==> src/rtl/kscan_pkg.sv <==
// ----------------------------------------------------------------------------
// kscan_pkg
// Shared types and constants for the keypad scanner and digit queue.
// ----------------------------------------------------------------------------
package kscan_pkg;

  // Digit writes per tick and field widths of a result
  localparam int unsigned DIGITS     = 8;
  localparam int unsigned DIGIT_W    = 3;
  localparam int unsigned KEY_W      = 4;
  localparam int unsigned ROW_OUT_W  = 2;
  localparam int unsigned COL_W      = 8;
  localparam int unsigned LAST_KEY_W = 8;
  // Decoded key width before range check (row*4 + 4, rows up to 8)
  localparam int unsigned RAW_KEY_W  = 6;

  // Last-key marker for a row with nothing pressed
  localparam logic [LAST_KEY_W-1:0] NO_KEY = 8'hFF;

  // Column codes that identify a single key in a row
  localparam logic [COL_W-1:0] COL_KEY1 = 8'h08;
  localparam logic [COL_W-1:0] COL_KEY2 = 8'h04;
  localparam logic [COL_W-1:0] COL_KEY3 = 8'h02;
  localparam logic [COL_W-1:0] COL_KEY4 = 8'h01;

  // Key code that wraps back to zero, and first code that is not queued
  localparam logic [RAW_KEY_W-1:0] KEY_WRAP  = 6'd16;
  localparam logic [RAW_KEY_W-1:0] KEY_LIMIT = 6'd16;

  // Command from the classifier to the display side
  typedef struct packed {
    logic                 flip;      // switch edge: toggle direction, blank ring
    logic                 wr;        // append key to the ring
    logic [KEY_W-1:0]     key;
    logic [ROW_OUT_W-1:0] next_row;
  } kscan_cmd_t;

endpackage

==> src/rtl/kscan_front.sv <==
// ----------------------------------------------------------------------------
// kscan_front
// Accepts scan ticks, tracks the switch and the scanned row, decodes keys
// and turns each tick into one command for the display side.
// ----------------------------------------------------------------------------
module kscan_front #(
  parameter int KEY_ROWS = 4
) (
  input  logic                            clk,
  input  logic                            rst,
  input  logic                            in_valid,
  output logic                            in_stall,
  input  logic                            switch_pressed,
  input  logic [kscan_pkg::COL_W-1:0]     column_bits,
  output logic                            cmd_push,
  input  logic                            cmd_full,
  output kscan_pkg::kscan_cmd_t           cmd
);
  import kscan_pkg::*;

  localparam int RW = (KEY_ROWS > 1) ? $clog2(KEY_ROWS) : 1;

  logic                  switch_held;
  logic [RW-1:0]         scan_row;
  logic [RW-1:0]         scan_row_next;
  logic [LAST_KEY_W-1:0] row_last_key [KEY_ROWS];

  logic                  hit;
  logic [2:0]            key_col;
  logic [RAW_KEY_W-1:0]  key_raw;
  logic [RAW_KEY_W-1:0]  key_dec;
  logic [LAST_KEY_W-1:0] last_key_next;
  logic                  accept;

  assign in_stall = cmd_full;
  assign accept   = in_valid && !cmd_full;
  assign cmd_push = accept;

  // Column code to key column
  always_comb begin
    hit     = 1'b1;
    key_col = 3'd0;
    case (column_bits)
      COL_KEY1: key_col = 3'd1;
      COL_KEY2: key_col = 3'd2;
      COL_KEY3: key_col = 3'd3;
      COL_KEY4: key_col = 3'd4;
      default:  hit     = 1'b0;
    endcase
  end

  // Key code, with the wrap of 16 to 0
  always_comb begin
    key_raw       = RAW_KEY_W'({scan_row, 2'b00}) + RAW_KEY_W'(key_col);
    key_dec       = (key_raw == KEY_WRAP) ? '0 : key_raw;
    last_key_next = hit ? LAST_KEY_W'(key_dec) : NO_KEY;
    scan_row_next = (scan_row == RW'(KEY_ROWS - 1)) ? '0 : scan_row + 1'b1;
  end

  // Command for this tick
  always_comb begin
    cmd.flip     = switch_pressed && !switch_held;
    cmd.wr       = hit && (key_dec < KEY_LIMIT) &&
                   (LAST_KEY_W'(key_dec) != row_last_key[scan_row]);
    cmd.key      = key_dec[KEY_W-1:0];
    cmd.next_row = ROW_OUT_W'(scan_row_next);
  end

  // Scan state
  always_ff @(posedge clk) begin
    if (rst) begin
      switch_held <= 1'b0;
      scan_row    <= '0;
      for (int r = 0; r < KEY_ROWS; r++) begin
        row_last_key[r] <= NO_KEY;
      end
    end else if (accept) begin
      switch_held            <= switch_pressed;
      scan_row               <= scan_row_next;
      row_last_key[scan_row] <= last_key_next;
    end
  end

endmodule

==> src/rtl/kscan_queue.sv <==
// ----------------------------------------------------------------------------
// kscan_queue
// Two-entry command queue between the classifier and the display side.
// ----------------------------------------------------------------------------
module kscan_queue (
  input  logic                  clk,
  input  logic                  rst,
  input  logic                  push,
  input  kscan_pkg::kscan_cmd_t push_cmd,
  output logic                  full,
  input  logic                  pop,
  output logic                  not_empty,
  output kscan_pkg::kscan_cmd_t head_cmd
);
  import kscan_pkg::*;

  kscan_cmd_t entries [2];
  logic       wr_ptr;
  logic       rd_ptr;
  logic [1:0] count;

  assign full      = (count == 2'd2);
  assign not_empty = (count != 2'd0);
  assign head_cmd  = entries[rd_ptr];

  // Storage
  always_ff @(posedge clk) begin
    if (push && !full) begin
      entries[wr_ptr] <= push_cmd;
    end
  end

  // Pointers and fill count
  always_ff @(posedge clk) begin
    if (rst) begin
      wr_ptr <= 1'b0;
      rd_ptr <= 1'b0;
      count  <= 2'd0;
    end else begin
      if (push && !full) begin
        wr_ptr <= ~wr_ptr;
      end
      if (pop && not_empty) begin
        rd_ptr <= ~rd_ptr;
      end
      case ({push && !full, pop && not_empty})
        2'b10:   count <= count + 2'd1;
        2'b01:   count <= count - 2'd1;
        default: count <= count;
      endcase
    end
  end

endmodule

==> src/rtl/kscan_back.sv <==
// ----------------------------------------------------------------------------
// kscan_back
// Holds the key ring and display direction, applies one command per tick
// and emits its eight digit writes through a registered output.
// ----------------------------------------------------------------------------
module kscan_back #(
  parameter int RING_DEPTH = 8
) (
  input  logic                              clk,
  input  logic                              rst,
  input  logic                              cmd_valid,
  input  kscan_pkg::kscan_cmd_t             cmd,
  output logic                              cmd_pop,
  output logic                              out_valid,
  input  logic                              out_stall,
  output logic [kscan_pkg::DIGIT_W-1:0]     digit_position,
  output logic                              digit_blank,
  output logic [kscan_pkg::KEY_W-1:0]       digit_value,
  output logic [kscan_pkg::ROW_OUT_W-1:0]   next_row,
  output logic                              final_write
);
  import kscan_pkg::*;

  localparam int IW = $clog2(RING_DEPTH);

  typedef enum logic {IDLE, EMIT} state_t;

  state_t               state;
  logic [DIGIT_W-1:0]   cnt;
  logic [IW-1:0]        ring_pointer;
  logic [IW-1:0]        ring_pointer_next;
  logic [IW-1:0]        rd_idx;
  logic [IW-1:0]        rd_idx_next;
  logic                 direction_right;
  logic [ROW_OUT_W-1:0] row_hold;
  logic                 ring_blank [RING_DEPTH];
  logic [KEY_W-1:0]     ring_value [RING_DEPTH];

  logic load;
  logic last;

  assign load    = (state == EMIT) && (!out_valid || !out_stall);
  assign last    = (cnt == DIGIT_W'(DIGITS - 1));
  assign cmd_pop = cmd_valid && ((state == IDLE) || (load && last));

  // Ring index stepping with wrap
  always_comb begin
    rd_idx_next       = (rd_idx == IW'(RING_DEPTH - 1)) ? '0 : rd_idx + 1'b1;
    ring_pointer_next = ring_pointer;
    if (cmd.wr) begin
      ring_pointer_next = (ring_pointer == IW'(RING_DEPTH - 1)) ? '0 :
                          ring_pointer + 1'b1;
    end
  end

  // Ring contents; blank flags reset, values only meaningful when not blank.
  // A key written in the same tick as a switch edge survives the blanking.
  always_ff @(posedge clk) begin
    if (rst) begin
      for (int i = 0; i < RING_DEPTH; i++) begin
        ring_blank[i] <= 1'b1;
      end
    end else if (cmd_pop) begin
      for (int i = 0; i < RING_DEPTH; i++) begin
        if (cmd.wr && (IW'(i) == ring_pointer)) begin
          ring_blank[i] <= 1'b0;
        end else if (cmd.flip) begin
          ring_blank[i] <= 1'b1;
        end
      end
      if (cmd.wr) begin
        ring_value[ring_pointer] <= cmd.key;
      end
    end
  end

  // Emit sequencer and output register
  always_ff @(posedge clk) begin
    if (rst) begin
      state           <= IDLE;
      cnt             <= '0;
      out_valid       <= 1'b0;
      ring_pointer    <= '0;
      rd_idx          <= '0;
      direction_right <= 1'b0;
      row_hold        <= '0;
    end else begin
      if (load) begin
        out_valid      <= 1'b1;
        digit_position <= direction_right ? cnt : DIGIT_W'(DIGITS - 1) - cnt;
        digit_blank    <= ring_blank[rd_idx];
        digit_value    <= ring_blank[rd_idx] ? '0 : ring_value[rd_idx];
        next_row       <= row_hold;
        final_write    <= last;
      end else if (out_valid && !out_stall) begin
        out_valid <= 1'b0;
      end
      // New tick: update ring state, restart at the oldest entry
      if (cmd_pop) begin
        if (cmd.flip) begin
          direction_right <= !direction_right;
        end
        ring_pointer <= ring_pointer_next;
        rd_idx       <= ring_pointer_next;
        row_hold     <= cmd.next_row;
        cnt          <= '0;
        state        <= EMIT;
      end else if (load) begin
        cnt    <= cnt + 1'b1;
        rd_idx <= rd_idx_next;
        if (last) begin
          state <= IDLE;
        end
      end
    end
  end

endmodule

==> src/rtl/keypad_scan_digit_queue.sv <==
// ----------------------------------------------------------------------------
// keypad_scan_digit_queue
// Keypad matrix scanner feeding an eight-digit display queue.
//
// Input channel (in_valid/in_stall): one scan tick per transaction, carrying
// the direction switch level and the column bits of the driven row.
// Output channel (out_valid/out_stall): eight digit writes per tick, oldest
// ring entry first; final_write marks the eighth, next_row names the row to
// drive for the following tick.
// Path: an accepted tick is written into the command queue, popped into the
// display-side sequencer and handed out through the single output register,
// which hands out one digit write per cycle while out_stall is low.
// A two-entry command queue sits between the scanner front and the display
// side, so up to two further ticks are taken while writes are pending.
// When the receiver stalls, the held write stays put; once the queue fills,
// in_stall rises. Reset clears direction (left order), switch and row state,
// marks every row as having no key and blanks every ring entry at once.
// ----------------------------------------------------------------------------
module keypad_scan_digit_queue #(
  parameter int RING_DEPTH = 8,
  parameter int KEY_ROWS   = 4
) (
  input  logic                            clk,
  input  logic                            rst,
  input  logic                            in_valid,
  output logic                            in_stall,
  input  logic                            switch_pressed,
  input  logic [kscan_pkg::COL_W-1:0]     column_bits,
  output logic                            out_valid,
  input  logic                            out_stall,
  output logic [kscan_pkg::DIGIT_W-1:0]   digit_position,
  output logic                            digit_blank,
  output logic [kscan_pkg::KEY_W-1:0]     digit_value,
  output logic [kscan_pkg::ROW_OUT_W-1:0] next_row,
  output logic                            final_write
);
  import kscan_pkg::*;

  logic       cmd_push;
  logic       cmd_full;
  logic       cmd_pop;
  logic       cmd_ready;
  kscan_cmd_t front_cmd;
  kscan_cmd_t head_cmd;

  // Scanner front: switch edge, row tracking, key decode
  kscan_front #(
    .KEY_ROWS (KEY_ROWS)
  ) u_front (
    .clk            (clk),
    .rst            (rst),
    .in_valid       (in_valid),
    .in_stall       (in_stall),
    .switch_pressed (switch_pressed),
    .column_bits    (column_bits),
    .cmd_push       (cmd_push),
    .cmd_full       (cmd_full),
    .cmd            (front_cmd)
  );

  // Command queue
  kscan_queue u_queue (
    .clk       (clk),
    .rst       (rst),
    .push      (cmd_push),
    .push_cmd  (front_cmd),
    .full      (cmd_full),
    .pop       (cmd_pop),
    .not_empty (cmd_ready),
    .head_cmd  (head_cmd)
  );

  // Display side: ring, direction and digit writes
  kscan_back #(
    .RING_DEPTH (RING_DEPTH)
  ) u_back (
    .clk            (clk),
    .rst            (rst),
    .cmd_valid      (cmd_ready),
    .cmd            (head_cmd),
    .cmd_pop        (cmd_pop),
    .out_valid      (out_valid),
    .out_stall      (out_stall),
    .digit_position (digit_position),
    .digit_blank    (digit_blank),
    .digit_value    (digit_value),
    .next_row       (next_row),
    .final_write    (final_write)
  );

endmodule

==> config.mk <==
export PLATFORM = sky130hd
export DESIGN_NAME = keypad_scan_digit_queue
export DESIGN_NICKNAME = d
export VERILOG_FILES = /design/src/rtl/kscan_pkg.sv /design/src/rtl/kscan_front.sv /design/src/rtl/kscan_queue.sv /design/src/rtl/kscan_back.sv /design/src/rtl/keypad_scan_digit_queue.sv
export SDC_FILE = /design/constraint.sdc
export NUM_CORES = 1
export LEC_CHECK = 0
export BUFFER_PORTS_ARGS = -buffer_cell sky130_fd_sc_hd__buf_2
export CELL_PAD_IN_SITES_DETAIL_PLACEMENT = 0
export CELL_PAD_IN_SITES_GLOBAL_PLACEMENT = 1
export CORE_MARGIN = 4
export CORE_UTILIZATION = 46
export CTS_BUF_LIST = sky130_fd_sc_hd__clkbuf_4 sky130_fd_sc_hd__clkbuf_8 sky130_fd_sc_hd__clkbuf_16
export DETAILED_ROUTE_END_ITERATION = 10
export HOLD_SLACK_MARGIN = 0.05
export PLACE_DENSITY = 0.81
export SLEW_MARGIN = 20
export SYNTH_ARGS = -nofsm -noshare
export SYNTH_HDL_FRONTEND = slang
export SYNTH_HIERARCHICAL = 1
export SYNTH_SLANG_ARGS = --single-unit
==> constraint.sdc <==
create_clock -name clk -period 2.04 [get_ports clk]
set_clock_uncertainty 0.05 [all_clocks]
set_input_delay 0.102 -clock clk [delete_from_list [all_inputs] [get_ports clk]]
set_output_delay 0.102 -clock clk [all_outputs]
set_load 0.02 [all_outputs]
# Yosys cells after proc, flatten, opt, wreduce, memory -nomap -nowiden
# Memories as Yosys holds them, arrays and structs flattened. A register that Yosys moved wholly into a read port is not among the register bits.
# Cells that the tools add are included.
# word_totals
reg_bits,28
mem_bits_rw,88
out_inout_bits,13
elab_cells,224
mem_count,4
# mem_list
memory,words,width,read_ports,rd_clocked_by_memory_dff,write_ports,line_no,source
u_back.ring_value,8,4,1,1,1,kscan_back.sv:37,logic [KEY_W-1:0] ring_value [RING_DEPTH];
u_front.row_last_key,4,8,1,1,4,kscan_front.sv:26,logic [LAST_KEY_W-1:0] row_last_key [KEY_ROWS];
u_queue.entries,2,8,1,1,1,kscan_queue.sv:17,kscan_cmd_t entries [2];
u_back.ring_blank,8,1,1,1,8,kscan_back.sv:36,logic ring_blank [RING_DEPTH];
# op_classes
addsub,8
magnitude_cmp,1
n_eq_ne,20
mux,118
n_bitwise,20
reduce_logical,37
# op_table
operator,count
$mux W1,101
$mux W3,8
$logic_and A1 B1 Y1,18
$mux W8,2
$or A1 B1 Y1,16
$eq A3 B3 Y1 const A,4
$pmux W3 S4,1
$reduce_bool A2 Y1,5
$add A3 B1 Y3 const B,3
$eq A3 B3 Y1 const B,3
$eq A8 B1 Y1 const B,1
$eq A8 B2 Y1 const B,1
$eq A8 B3 Y1 const B,1
$eq A8 B4 Y1 const B,1
$mux W2,4
$ne A6 B8 Y1,1
$reduce_or A8 Y1,1
$eq A2 B2 Y1 const B,3
$eq A2 B3 Y1 const A,2
$eq A6 B5 Y1 const B,1
$lt A6 B5 Y1 const B,1
$mux W6,1
$reduce_and A2 Y1,3
$add A4 B3 Y5,1
12 further kinds,21

# Depth between registers and ports, before layout
# depth
depth_word,11
mapped_depth,11
depth_no_buf,10

# Cells and area by module
# The synthesis kept the hierarchy.
# by_module_without_submodules
module,n_inst,cells_per_inst,area_per_inst_um2,seq_area_each_um2
kscan_back,1,204,2891.5,1821.7
kscan_front,1,146,1577.8,820.8
kscan_queue,1,51,800.8,580.6

# Worst setup path before layout
# No wires, ideal clock.
# synth_path
kind,reg-to-reg
start,register u_back.cnt[0]
end,register u_queue.count[1]
setup_time_ps,70
arrival_time_ps,2143
slack_ps,-223
stages_incl_launch_ff,11
synth_period_minus_slack_ps,2263
path_cell_list,dfxtp_1 -> ha_1 -> ha_1 -> a21bo_1 -> a21bo_1 -> buf_6 -> inv_8 -> o21a_1 -> ha_1 -> or3_1 -> a21oi_1
# synth_via
elab_chain_len,7
elab_cells_between_ends,9
# synth_rtl
element,line_no,source
"start, declared",kscan_back.sv:29,logic [DIGIT_W-1:0] cnt;
"start signal, assigned",kscan_back.sv:109,cnt <= cnt + 1'b1;
$eq A3 B3 Y1 *,kscan_back.sv:43,assign last = (cnt == DIGIT_W'(DIGITS - 1));
named net u_back.last,kscan_back.sv:40,logic last;
$logic_and A1 B1 Y1 *,kscan_back.sv:44,assign cmd_pop = cmd_valid && ((state == IDLE) || (load && last));
$logic_or A1 B1 Y1 *,kscan_back.sv:44,
$logic_and A1 B1 Y1 *,kscan_back.sv:44,
named net cmd_pop,keypad_scan_digit_queue.sv:41,logic cmd_pop;
$logic_and A1 B1 Y1 *,kscan_queue.sv:46,"case ({push && !full, pop && not_empty})"
$eq A2 B1 Y1 / $eq A2 B2 Y1 (equally long branches),kscan_queue.sv:46,
$pmux W2 S2 / $reduce_bool A2 Y1 (equally long branches),n/a,
"end signal, assigned",kscan_queue.sv:47,2'b10: count <= count + 2'd1;
"end signal, assigned",kscan_queue.sv:48,2'b01: count <= count - 2'd1;
"end signal, assigned",kscan_queue.sv:49,default: count <= count;
"end, declared",kscan_queue.sv:20,logic [1:0] count;
# The timed path passes the listed nets; every way through them passes the cells marked *.
# A chain may end at the register's enable or synchronous reset.

# Final worst setup path
# layout_path
start,register u_back.cnt[1]
end,register u_queue.count[1]
# Same word-level chain as after synthesis.

==> impl_metrics.tcl <==
set metrics [dict create \
    synthArstFlopShare 0 \
    placementRows 38 \
    core_area_mm2 0.0110 \
    seq_area_frac_synth 0.612 \
    clk_pin_slew_ns 0.06 \
    yosysTopAreaCellShare 0.490 \
    vias 3304 \
    pre_cts_ws_ns -0.104 \
    rsz0062_at_grt "true" \
    max_freq_mhz 483 \
    grt.overflow.total 0 \
    dpl.hpwl_mm 7.15 \
    cts_buffers 17 \
    antenna_found_initial 0 \
    post_synth.cell_area_avg_um2 13.1 \
    timing.final.crit_period_ns 2.07 \
    cp_num_buf_inv 1 \
    ant_nets 0 \
    antennaDiodeCount 0 \
    drv_cap 0 \
    vdd_drop_max_v 0.000925 \
    cp_cell_sequence "ha_4 -> ha_4 -> a21bo_1 -> a21bo_4 -> inv_8 -> o21a_4 -> ha_4 -> xnor2_2 -> or3_1 -> a21oi_2" \
    htreeDepth 4 \
    leakagePower_nw 2.23 \
    nets 492 \
    ys_seq_elements 118 \
    worstPathRequired_ns 2.33 \
    cts_root_buffer "clkbuf_16" \
    synth_edf_count 86 \
    wire_per_inst_um 16.8 \
    hp-class "input pin to flop" \
    initial_core_util 0.478 \
    num_io_pins 26 \
    internal_power_mw 5.78 \
    drt_iter0_markers 243 \
    hold-worst-slack_ns 0.137 \
    syn_to_final_growth_pct 22.7 \
    critPathMaxFanout 5 \
    worst_pin_slew_ns 0.764 \
    r2r_setup_slack_ns -0.03 \
    worst-setup-path-type "flop to flop" \
    synth_area_leader_cell "edfxtp_1" \
    drive_gt1_frac 0.322 \
    cpPeakStageDelay_ns 0.36 \
    r2r-start "u_back/cnt[1]" \
    swShare 0.292 \
    synth_common_cells "86 x edfxtp_1, 41 x nand2_1, 32 x dfxtp_1" \
    drv_slew 0 \
    cp-start-kind "flop" \
    pwr-share-comb 0.244 \
    critPathMostFrequentCell "ha_4" \
    setup_viol 1 \
    wl_mm 10.4 \
    startpoint "u_back/cnt[1]" \
    hold_start "in_valid" \
    dp_cells 580 \
    port_buffers 25 \
    cts.sinks 118 \
    die_area_mm2 0.0132 \
    cpMaxStageDelayCell "or3_1" \
    grt_first_pass_wirelength_mm 17.1 \
    dieWidth_um 115 \
    powerDensity_mw_per_mm2 1260 \
    synth_most_common_cell "edfxtp_1" \
    arrival_ns 2.36 \
    die_h_um 115 \
    cp_top_family "compound AO/OA/AOI/OAI gates" \
    seq_power_share 0.395 \
    syn_nets 428 \
    grt_max_degree 18 \
    routabilityCongestion 0.796 \
    layout.cells.non_filler 618 \
    yosysWarnings 6 \
    ys.flop_type "edfxtp_1" \
    finalWorstSetupSlack_ns -0.0313 \
    synth_area_mm2 0.00527 \
    status "finished with violations" \
    grt_pass1_vias 3358 \
    violations "negative setup slack" \
    drt_first_pass_iters 4 \
    clk_latency_ns 0.41 \
    p_sw_mw 2.39 \
    hold_violations 0 \
    period_share 1.02 \
    drc 0 \
    cts.path.max_buffers 2 \
    synth_cells 401 \
    ys_types 55 \
    cp-end-kind "flop" \
    relSlewSlack 0.485 \
    clockPowerShare 0.360 \
    via_per_inst 5.35 \
    yosys-top-cells-area "edfxtp_1 49%, dfxtp_1 12%, mux4_2 4.7%" \
    track_usage 0.172 \
    cts_tree "yes" \
]
-- cell type report --
cell class | count | area (um2)
fill | 857 | 4570
sequential | 118 | 3230
multi-input combinational | 242 | 1940
timing repair buffer | 68 | 458
clock buffer | 17 | 425
tap | 140 | 175
clock inverter | 15 | 163
inverter | 18 | 78.8
-- power groups by stage --
| stage | sequential, mW | clock [mW] | combinational [mW] |
|---|---|---|---|
| after detailed placement | 3.27 | 0 | 1.88 |
| after floorplan | 3.25 | 0 | 1.38 |
| after CTS | 3.23 | 2.99 | 1.95 |
| final | 3.23 | 2.94 | 2.00 |
| after global placement | 3.26 | 0 | 1.83 |
| after global routing | 3.27 | 3.10 | 2.19 |
-- layout by cell type, fill, tap and decap left out, drive strengths merged, types with 5 or more instances in the layout --
cell type / Yosys / layout
a21oi: 18 / 18
a31oi: 7 / 7
buf: 11 / 64
clkbuf: 12 / 17
clkinv: 0 / 9
dfxtp: 32 / 32
edfxtp: 86 / 86
ha: 14 / 14
inv: 18 / 17
mux2: 11 / 11
mux2i: 7 / 7
mux4: 13 / 13
nand2: 41 / 41
nand2b: 7 / 7
nand3: 7 / 7
nor2: 27 / 27
nor2b: 5 / 5
nor3: 14 / 14
nor3b: 5 / 5
o21ai: 15 / 15
or3: 8 / 8
xnor2: 7 / 7
-- logic make-up (layout without fill, tap and decap cells) --
family / after synthesis / count (layout) / share of synthesized area
xor+xnor: 11 / 11 / 0.0183
compound gates: 60 / 60 / 0.0729
simple gates: 126 / 126 / 0.129
buf+inv: 41 / 118 / 0.0396
mux: 31 / 31 / 0.0952
fa+ha+maj: 14 / 14 / 0.0332
flops: 118 / 118 / 0.612
-- final timing paths --
| path | endpoint | cells past startpoint |
|---|---|---|
| max | u_queue/count[1] | 10 |
| min | flop | 5 |
| max reg2reg | u_queue/count[1] | 10 |
| min reg2reg | u_back/next_row[1] | 0 |
-- flip-flops by register name, indices dropped and copies added, names as in the netlist, named ones only --
register / flops
u_back/digit_blank: 1
u_front/row_last_key: 24
u_back/digit_position: 3
u_front/scan_row: 2
u_queue/wr_ptr: 1
u_back/state: 1
u_queue/rd_ptr: 1
u_back/row_hold: 2
u_back/out_valid: 1
u_back/digit_value: 4
u_back/cnt: 3
u_back/rd_idx: 3
u_back/next_row: 2
u_back/ring_pointer: 3
u_queue/entries: 16
u_back/ring_blank: 8
u_back/final_write: 1
u_back/direction_right: 1
u_back/ring_value: 32
u_front/switch_held: 1
u_queue/count: 2
-- stage by stage --
| step | util | setup TNS, ns | cell area (um2) | power [mW] |
|---|---|---|---|---|
| 2_1_floorplan | - | -0.324 | 5340 | 4.62 |
| 4_1_cts | 0.583 | -0.0856 | 6430 | 8.16 |
| 6_report | 0.586 | -0.0313 | 6460 | 8.17 |
| 5_1_grt | 0.586 | -0.0956 | 6460 | 8.56 |
| 3_3_place_gp | 0.523 | -0.120 | 5770 | 5.09 |
| 3_5_place_dp | 0.523 | -0.442 | 5770 | 5.15 |
-- repair_timing --
item                       4_1_cts  5_1_grt
setup endpoints to repair       13       24
buffers inserted                 1        1
gates resized for setup          5        8
pin swaps                        0        3
hold buffers                     4        0
hold endpoints to repair         7        0
-- metal layers --
metal  track usage  routed length [um]
met1         0.212                4570
met5             0                   0
met4        0.0751                 219
met3        0.0553                 536
met2         0.279                5090
-- worst register-to-register path, delay by kind of cell (launching register included) --
| family | cells | cell delay [ns] |
|---|---|---|
| xor+xnor | 1 | 0.06 |
| compound gates | 4 | 0.71 |
| simple gates | 1 | 0.36 |
| fa+ha+maj | 3 | 0.39 |
| flops | 1 | 0.35 |
| buf+inv | 1 | 0.08 |
Power figures use the tool's default switching activity.
